==> config.mk <==
export PLATFORM = sky130hd
export DESIGN_NAME = text_qgram_extractor_top_flat
export DESIGN_NICKNAME = d
export VERILOG_FILES = /design/src/hdl/tqg_pkg.sv /design/src/hdl/tqg_if.sv /design/src/hdl/text_qgram_extractor_top.sv /design/src/hdl/tqg_skid.sv /design/src/flat_wrapper.sv
export SDC_FILE = /design/constraint.sdc
export NUM_CORES = 1
export LEC_CHECK = 0
export ABC_AREA = 0
export BUFFER_PORTS_ARGS = -buffer_cell sky130_fd_sc_hd__buf_2
export CORE_MARGIN = 2
export CORE_UTILIZATION = 50
export CTS_CLUSTER_DIAMETER = 30
export DETAILED_ROUTE_END_ITERATION = 8
export PLACE_DENSITY_LB_ADDON = 0.1
export REMOVE_ABC_BUFFERS = 1
export SLEW_MARGIN = 20
export SYNTH_ARGS = -nofsm -noshare
export SYNTH_HDL_FRONTEND = slang
export SYNTH_SLANG_ARGS = --single-unit
==> constraint.sdc <==
create_clock -name clk -period 7.7 [get_ports clk]
set_input_delay 1.155 -clock clk [delete_from_list [all_inputs] [get_ports clk]]
set_output_delay 1.155 -clock clk [all_outputs]
set_load 0.02 [all_outputs]
==> src/hdl/tqg_pkg.sv <==
`default_nettype none

package tqg_pkg;

    // Width of one symbol in the q-gram window.
    localparam int unsigned SYM_W = 5;

    localparam logic [SYM_W-1:0] SEP_CODE   = 5'd31;
    localparam logic [SYM_W-1:0] THREE_CODE = 5'd30;
    localparam logic [SYM_W-1:0] NULL_CODE  = 5'd0;

    typedef logic [SYM_W-1:0] sym_t;

    // Look-alike letters for the digits 0 to 9 (3 gets its own code).
    localparam sym_t DIGIT_SYM [10] = '{
        5'd15, 5'd9, 5'd26, THREE_CODE, 5'd1, 5'd19, 5'd7, 5'd20, 5'd2, 5'd17
    };

    // Maps a raw byte to its symbol. The letters sit at the same low five
    // bits in both cases, so A and a both give 1.
    function automatic sym_t map_byte(input logic [7:0] b);
        sym_t s;
        case (b) inside
            [8'h41:8'h5A], [8'h61:8'h7A]: s = b[SYM_W-1:0];
            [8'h30:8'h39]:                s = DIGIT_SYM[b[3:0]];
            8'h20, 8'h2D, 8'h5F:          s = SEP_CODE;
            default:                      s = NULL_CODE;
        endcase
        return s;
    endfunction

endpackage

`default_nettype wire

==> src/hdl/tqg_if.sv <==
`default_nettype none

// Byte channel into the extractor.
interface tqg_in_if;
    logic       valid;
    logic       ready;
    logic [7:0] text_byte;
    logic       end_of_string;

    modport source (output valid, output text_byte, output end_of_string, input ready);
    modport sink   (input valid, input text_byte, input end_of_string, output ready);
endinterface

// Q-gram channel out of the extractor.
interface tqg_out_if #(
    parameter int unsigned WIN_W = 25
);
    logic             valid;
    logic             ready;
    logic [WIN_W-1:0] qgram_value;
    logic             window_full;

    modport source (output valid, output qgram_value, output window_full, input ready);
    modport sink   (input valid, input qgram_value, input window_full, output ready);
endinterface

`default_nettype wire

==> src/hdl/text_qgram_extractor_top.sv <==
`default_nettype none

// Channel     Modport  Words carried
// ----------  -------  ------------------------------------------------------
// text_in     sink     text_byte[7:0], end_of_string
// qgram_out   source   qgram_value[5*GRAM_LENGTH-1:0], window_full
//
// One byte word is taken every cycle while text_in.ready is high. Its q-gram,
// if any, is registered in the main output register, or in the skid register
// if the main one is stalled. The window state is updated in the same cycle
// that the byte is taken. Reset clears the window, the symbol count and the
// buffer, and sets the separator flag. A stalled qgram_out is absorbed by a
// two-word output buffer; text_in only drops ready when both words are held.
module text_qgram_extractor_top #(
    parameter int unsigned GRAM_LENGTH = 5
) (
    input  wire logic clk,
    input  wire logic rst_n,
    tqg_in_if.sink    text_in,
    tqg_out_if.source qgram_out
);
    import tqg_pkg::*;

    // The window holds GRAM_LENGTH symbols, the oldest in the top bits.
    localparam int unsigned WIN_W = SYM_W * GRAM_LENGTH;
    // The count saturates at GRAM_LENGTH, so it needs room for that value.
    localparam int unsigned CNT_W = $clog2(GRAM_LENGTH + 1);
    localparam logic [CNT_W-1:0] GRAM_CNT = CNT_W'(GRAM_LENGTH);

    logic [WIN_W-1:0] window_reg, window_next;
    logic [CNT_W-1:0] seen_reg, seen_next;
    logic             after_sep_reg, after_sep_next;

    sym_t             sym;
    logic             special;
    logic             letter;
    logic             keep;
    logic             accept;
    logic [WIN_W-1:0] win_kept;
    logic [CNT_W-1:0] seen_kept;
    logic             gram_full;
    logic             gram_short;
    logic             push_valid;
    logic             push_ready;

    assign accept = text_in.valid && text_in.ready;

    // Symbol classification. Separators and the digit three both arm the
    // separator flag; a kept byte is any letter or look-alike digit, or
    // anything at all when the separator flag is clear.
    assign sym     = map_byte(text_in.text_byte);
    assign special = (sym == SEP_CODE) || (sym == THREE_CODE);
    assign letter  = (sym != NULL_CODE) && !special;
    assign keep    = letter || !after_sep_reg;

    // A dropped byte leaves the window and count untouched.
    always_comb
    begin
        win_kept  = window_reg;
        seen_kept = seen_reg;
        if (keep)
        begin
            win_kept = {window_reg[WIN_W-SYM_W-1:0], sym};
            if (seen_reg < GRAM_CNT)
            begin
                seen_kept = seen_reg + CNT_W'(1);
            end
        end
    end

    // A full gram for every kept symbol once the window is filled; at the
    // end of a string, a short nonzero window is flushed once.
    assign gram_full  = keep && (seen_kept == GRAM_CNT);
    assign gram_short = text_in.end_of_string && !gram_full &&
                        (seen_kept < GRAM_CNT) && (win_kept != '0);
    assign push_valid = accept && (gram_full || gram_short);

    always_comb
    begin
        window_next    = window_reg;
        seen_next      = seen_reg;
        after_sep_next = after_sep_reg;
        if (accept)
        begin
            if (text_in.end_of_string)
            begin
                window_next    = '0;
                seen_next      = '0;
                after_sep_next = 1'b1;
            end
            else
            begin
                window_next    = win_kept;
                seen_next      = seen_kept;
                after_sep_next = special;
            end
        end
    end

    always_ff @(posedge clk or negedge rst_n)
    begin
        if (!rst_n)
        begin
            window_reg    <= '0;
            seen_reg      <= '0;
            after_sep_reg <= 1'b1;
        end
        else
        begin
            window_reg    <= window_next;
            seen_reg      <= seen_next;
            after_sep_reg <= after_sep_next;
        end
    end

    assign text_in.ready = push_ready;

    tqg_skid #(
        .WIN_W (WIN_W)
    ) u_skid (
        .clk        (clk),
        .rst_n      (rst_n),
        .push_valid (push_valid),
        .push_value (win_kept),
        .push_full  (gram_full),
        .push_ready (push_ready),
        .qgram_out  (qgram_out)
    );

    // The symbol count never passes the gram length.
    a_count_bound: assert property (@(posedge clk) disable iff (!rst_n)
        seen_reg <= GRAM_CNT)
        else $error("symbol count beyond gram length");

    // The last byte of a string leaves the state at its reset value.
    a_string_reset: assert property (@(posedge clk) disable iff (!rst_n)
        accept && text_in.end_of_string |=>
            (window_reg == '0) && (seen_reg == '0) && after_sep_reg)
        else $error("state not cleared after end of string");

    // A short gram is never empty and never comes from a full window.
    a_short_nonzero: assert property (@(posedge clk) disable iff (!rst_n)
        push_valid && !gram_full |-> (win_kept != '0) && (seen_kept < GRAM_CNT))
        else $error("bad short gram");

    // A full gram only comes from a kept byte with a filled window.
    a_full_kept: assert property (@(posedge clk) disable iff (!rst_n)
        push_valid && gram_full |-> keep && (seen_kept == GRAM_CNT))
        else $error("full gram without a filled window");

endmodule

`default_nettype wire

==> src/hdl/tqg_skid.sv <==
`default_nettype none

// Two-entry output buffer: a main register that drives the channel and a
// skid register that catches a word produced while the main one is stalled.
module tqg_skid #(
    parameter int unsigned WIN_W = 25
) (
    input  wire logic             clk,
    input  wire logic             rst_n,
    input  wire logic             push_valid,
    input  wire logic [WIN_W-1:0] push_value,
    input  wire logic             push_full,
    output logic                  push_ready,
    tqg_out_if.source             qgram_out
);
    localparam int unsigned DATA_W = WIN_W + 1;

    logic              main_valid_reg, main_valid_next;
    logic              skid_valid_reg, skid_valid_next;
    logic [DATA_W-1:0] main_data_reg, main_data_next;
    logic [DATA_W-1:0] skid_data_reg, skid_data_next;
    logic [DATA_W-1:0] push_data;
    logic              pop;

    assign push_data  = {push_value, push_full};
    assign pop        = main_valid_reg && qgram_out.ready;
    assign push_ready = !skid_valid_reg;

    always_comb
    begin
        main_valid_next = main_valid_reg;
        main_data_next  = main_data_reg;
        skid_valid_next = skid_valid_reg;
        skid_data_next  = skid_data_reg;
        if (pop)
        begin
            if (skid_valid_reg)
            begin
                main_data_next  = skid_data_reg;
                skid_valid_next = 1'b0;
            end
            else
            begin
                main_valid_next = push_valid;
                main_data_next  = push_data;
            end
        end
        else if (push_valid)
        begin
            if (main_valid_reg)
            begin
                skid_valid_next = 1'b1;
                skid_data_next  = push_data;
            end
            else
            begin
                main_valid_next = 1'b1;
                main_data_next  = push_data;
            end
        end
    end

    always_ff @(posedge clk or negedge rst_n)
    begin
        if (!rst_n)
        begin
            main_valid_reg <= 1'b0;
            skid_valid_reg <= 1'b0;
        end
        else
        begin
            main_valid_reg <= main_valid_next;
            skid_valid_reg <= skid_valid_next;
        end
    end

    always_ff @(posedge clk)
    begin
        main_data_reg <= main_data_next;
        skid_data_reg <= skid_data_next;
    end

    assign qgram_out.valid       = main_valid_reg;
    assign qgram_out.qgram_value = main_data_reg[DATA_W-1:1];
    assign qgram_out.window_full = main_data_reg[0];

    // The skid register only fills behind a stalled main register.
    a_skid_behind_main: assert property (@(posedge clk) disable iff (!rst_n)
        skid_valid_reg |-> main_valid_reg)
        else $error("skid word held with no main word");

    // A stalled word does not change until it is taken.
    a_main_holds: assert property (@(posedge clk) disable iff (!rst_n)
        main_valid_reg && !qgram_out.ready |=> main_valid_reg && $stable(main_data_reg))
        else $error("stalled output word changed");

    // A push never arrives while the buffer is full.
    a_no_overflow: assert property (@(posedge clk) disable iff (!rst_n)
        push_valid |-> !skid_valid_reg)
        else $error("push into a full output buffer");

endmodule

`default_nettype wire
==> src/flat_wrapper.sv <==
// flat-port wrapper written by rule: the top's interface ports become plain ports
module text_qgram_extractor_top_flat import tqg_pkg::*;
#(
    parameter int unsigned GRAM_LENGTH = 5
)
  (clk, rst_n, text_in_valid, text_in_text_byte, text_in_end_of_string, text_in_ready, qgram_out_valid, qgram_out_qgram_value, qgram_out_window_full, qgram_out_ready);
  tqg_in_if text_in_i ();
  tqg_out_if qgram_out_i ();
  input  wire logic clk;
  input  wire logic rst_n;
  input wire logic [$bits(text_in_i.valid)-1:0] text_in_valid;
  input wire logic [$bits(text_in_i.text_byte)-1:0] text_in_text_byte;
  input wire logic [$bits(text_in_i.end_of_string)-1:0] text_in_end_of_string;
  output wire logic [$bits(text_in_i.ready)-1:0] text_in_ready;
  output wire logic [$bits(qgram_out_i.valid)-1:0] qgram_out_valid;
  output wire logic [$bits(qgram_out_i.qgram_value)-1:0] qgram_out_qgram_value;
  output wire logic [$bits(qgram_out_i.window_full)-1:0] qgram_out_window_full;
  input wire logic [$bits(qgram_out_i.ready)-1:0] qgram_out_ready;
  assign text_in_i.valid = text_in_valid;
  assign text_in_i.text_byte = text_in_text_byte;
  assign text_in_i.end_of_string = text_in_end_of_string;
  assign text_in_ready = text_in_i.ready;
  assign qgram_out_valid = qgram_out_i.valid;
  assign qgram_out_qgram_value = qgram_out_i.qgram_value;
  assign qgram_out_window_full = qgram_out_i.window_full;
  assign qgram_out_i.ready = qgram_out_ready;
  text_qgram_extractor_top #(.GRAM_LENGTH(GRAM_LENGTH)) u_core (.clk(clk), .rst_n(rst_n), .text_in(text_in_i), .qgram_out(qgram_out_i));
endmodule
==> impl_metrics.csv <==
group,metric,value,unit
pwr,power,1.40,mW
sta,final.setup.tns,0,ns
floorplanning,die_height,96.5,um
route,postRouteWirelength,8620,um
pwr,power.density,294,nW/um^2
logic_synthesis,synth-edff-count,52,
setup_path,worst-endpoint-arrival,4.43,ns
global_routing,grt_usage,20.0,%
route,detail_route.vias_per_cell,6.05,
setup_path,cp_cell_sequence,"buf_2 > inv_1 > ha_1 > or3b_1 > or3_4 > nand2_2 > a31oi_2 > or4_1 > a21oi_1 > a221oi_2 > o31ai_4 > buf_4",
clocking,cts.sinks,83,
floorplanning,die-width,96.5,um
logic_synthesis,synth_flop_cell,"edfxtp_1",
logic_synthesis,syn_area,4270,sq um
logic_synthesis,synth.yosys.seq_area_share,54.7,%
pwr,swShare,36.1,%
placed_design,place_hpwl,5610,um
pwr,internal_power,0.895,mW
global_routing,grt_pass1_wl,13800,um
clocking,cts-root-buf,"clkbuf_8",
route,drtAntennaViolNets,0,
logic_synthesis,yosysWarnings,0,
layout,antenna_cells_inserted,0,
clocking,cts_buf_count,9,
clocking,clock_tree.htree_level_count,3,
layout,proportion_of_layout_cells_with_a_drive_suffix_above_1,34.2,%
layout,register_area,2340,sq um
placed_design,routabilityCongestion,0.891,
route,first_iter_violations,242,
layout,layout.nets,375,
setup_path,cp_slowest_stage_delay,0.53,ns
pwr,share_comb_of_total_power,33.5,%
global_routing,grt_antenna_before_repair,0,
sta,fmax,228,MHz
sta,grt_setup_unrepaired,"false",
clocking,cts_post_setup_buffers_inserted,0,
logic_synthesis,synth-seq-cells,83,
layout,areaGrowthSynthToFinish,11.6,%
sta,final.setup_skew,0.00825,ns
route,firstDrtPassIters,4,
floorplanning,die-area,9300,sq um
route,vias,2811,
worst_hold_path,hold_class,"reg2reg",
setup_path,timing.critical_path.to_type,"flop",
clocking,clock_latency,0.35,ns
route,drc,0,
logic_synthesis,synthDistinctLibCells,57,
setup_path,cp-start-kind,"input pin",
setup_path,crit_fanout,22,
placed_design,io_buffer_count,40,
clocking,largest_buffer_count_on_any_clock_path,2,
pwr,p_clk_share,20.3,%
global_routing,grt-ovfl-total,0,
logic_synthesis,async_flop_share,37.3,%
layout,final.fill_count,711,
logic_synthesis,postSynthCellCount,313,
sta,post-route-period-util,57.1,%
clocking,worst_setup_hold_path_clk_slew,0.08,ns
route,detail_route.wl_per_cell,18.5,um
floorplanning,floorplan.initialDensity,51.8,%
sta,relSlewSlack,52.4,%
pwr,power_leakage,1.99,nW
pwr,total_switching_power,0.506,mW
layout,final_common_cell,"edfxtp_1",
setup_path,worstPathRequired,7.73,ns
floorplanning,ioPinCount,41,
logic_synthesis,avgSynthCellArea,13.7,sq um
pwr,peakVddDrop,0.196,mV
global_routing,grt_max_degree,32,
sta,worst_slew_pin_slew,0.714,ns
sta,finalSetupViolCount,0,
sta,hold_viol,0,
sta,slew_violations,0,
clocking,tritoncts,"built",
floorplanning,design.core.area,8260,sq um
setup_path,criticalPathCategory,"in2reg",
run,timing.max_cap.violations,0,
worst_hold_path,worst_hold_path_cell_count,1,
setup_path,library_cell_contributing_the_largest_single_delay_on_the_critical_path,"or4_1",
sta,layout_min_cycle_time,4.39,ns
floorplanning,rows,33,
layout,layout_common_cells,"edfxtp_1, buf_2, dfrtp_1",
layout,multiInputGateArea,1830,sq um
clocking,postCtsHoldBufs,0,
global_routing,grt_pass1_vias,2691,
pwr,sequential_power_share,46.2,%
clocking,cts-resized-gates,0,
setup_path,worst_r2r_path_depth,9,
outcome,result_of_the_run,"finished clean",
## metal layers
metal	share of wire [%]	track usage, %
met1	49	29.2
met4	1.3	6.92
met3	4.1	4.34
met2	46	29.6
met5	0	0
## final cells by class
cell class / count / share of cell area, %
well taps: 105 / 2.76
flip-flops and latches: 83 / 49.0
clock buffers: 10 / 2.89
clock inverters: 6 / 0.840
multi-input cells: 203 / 38.4
repair buffers: 46 / 5.14
inverters: 12 / 0.945
## metrics by stage
step / instance area, sq um / cells / worst slack, ns / utilization, % / hold slack [ns]
3_5_place_dp: 4590 / 449 / 2.94 / 55.6 / 0.511
4_1_cts: 4770 / 465 / 3.31 / 57.7 / 0.536
6_report: 4770 / 465 / 3.31 / 57.7 / 0.538
5_1_grt: 4770 / 465 / 3.09 / 57.7 / 0.556
3_3_place_gp: 4590 / 449 / 3.06 / 55.6 / 0.508
2_1_floorplan: 4180 / 298 / 1.97 / - / 0.483
## worst paths after layout
check,slack [ns],endpoint,start
setup / recovery,3.31,u_core.u_skid.main_data_reg[10],text_in_text_byte[1]
hold / removal,0.54,u_core.window_reg[20],u_core.window_reg[20]
setup reg to reg,4.21,u_core.u_skid.main_data_reg[10],u_core.window_reg[16]
hold reg to reg,0.54,u_core.window_reg[20],u_core.window_reg[20]
max in group asynchronous,6.39,u_core.window_reg[3],rst_n
min in group asynchronous,0.84,u_core.window_reg[24],rst_n
## critical path, delay by kind of cell
kind | cells | cell delay (ns)
compound gates | 4 | 0.89
fa+ha+maj | 1 | 0.24
buf+inv | 3 | 0.64
simple gates | 4 | 1.49
## cell usage after synthesis (all sizes together), types with 2 or more instances
| library cell | count | area [sq um] |
|---|---|---|
| a211o | 3 | 26.3 |
| a211oi | 5 | 37.5 |
| a21oi | 11 | 62.6 |
| a22o | 24 | 210 |
| a2bb2oi | 4 | 52.6 |
| a31oi | 4 | 31.3 |
| buf | 7 | 60.1 |
| clkbuf | 8 | 30.0 |
| dfrtp | 30 | 751 |
| edfxtp | 52 | 1560 |
| ha | 7 | 87.6 |
| inv | 12 | 45.0 |
| mux2 | 49 | 634 |
| mux2i | 3 | 30.0 |
| nand2 | 13 | 51.3 |
| nand3 | 6 | 30.0 |
| nand4bb | 3 | 33.8 |
| nor2 | 9 | 33.8 |
| nor2b | 2 | 12.5 |
| nor3 | 7 | 35.0 |
| nor4 | 9 | 56.3 |
| nor4b | 3 | 47.5 |
| o211ai | 4 | 43.8 |
| o21ai | 10 | 50.1 |
| o21bai | 2 | 15.0 |
| o31a | 2 | 17.5 |
| or3b | 2 | 17.5 |
| or4 | 4 | 30.0 |
## kinds of logic (layout without fill, tap and decap cells)
family | Yosys count | after routing | share of synthesized area (%)
AOI/OAI and AO/OA | 79 | 79 | 14.9
and+or+nand+nor | 65 | 65 | 9.60
muxes | 52 | 52 | 15.5
adders and majority gates | 7 | 7 | 2.05
buffers and inverters | 27 | 74 | 3.16
DFF | 83 | 83 | 54.7
## power groups by stage
| stage | registers, mW | clock network [mW] | logic, mW |
|---|---|---|---|
| final | 0.647 | 0.284 | 0.469 |
| after global routing | 0.661 | 0.310 | 0.515 |
| after CTS | 0.648 | 0.293 | 0.474 |
| after detailed placement | 0.656 | 0 | 0.470 |
| after global placement | 0.652 | 0 | 0.465 |
| after floorplan | 0.721 | 0 | 0.250 |
No activity file was read; power rests on OpenSTA's default activity.
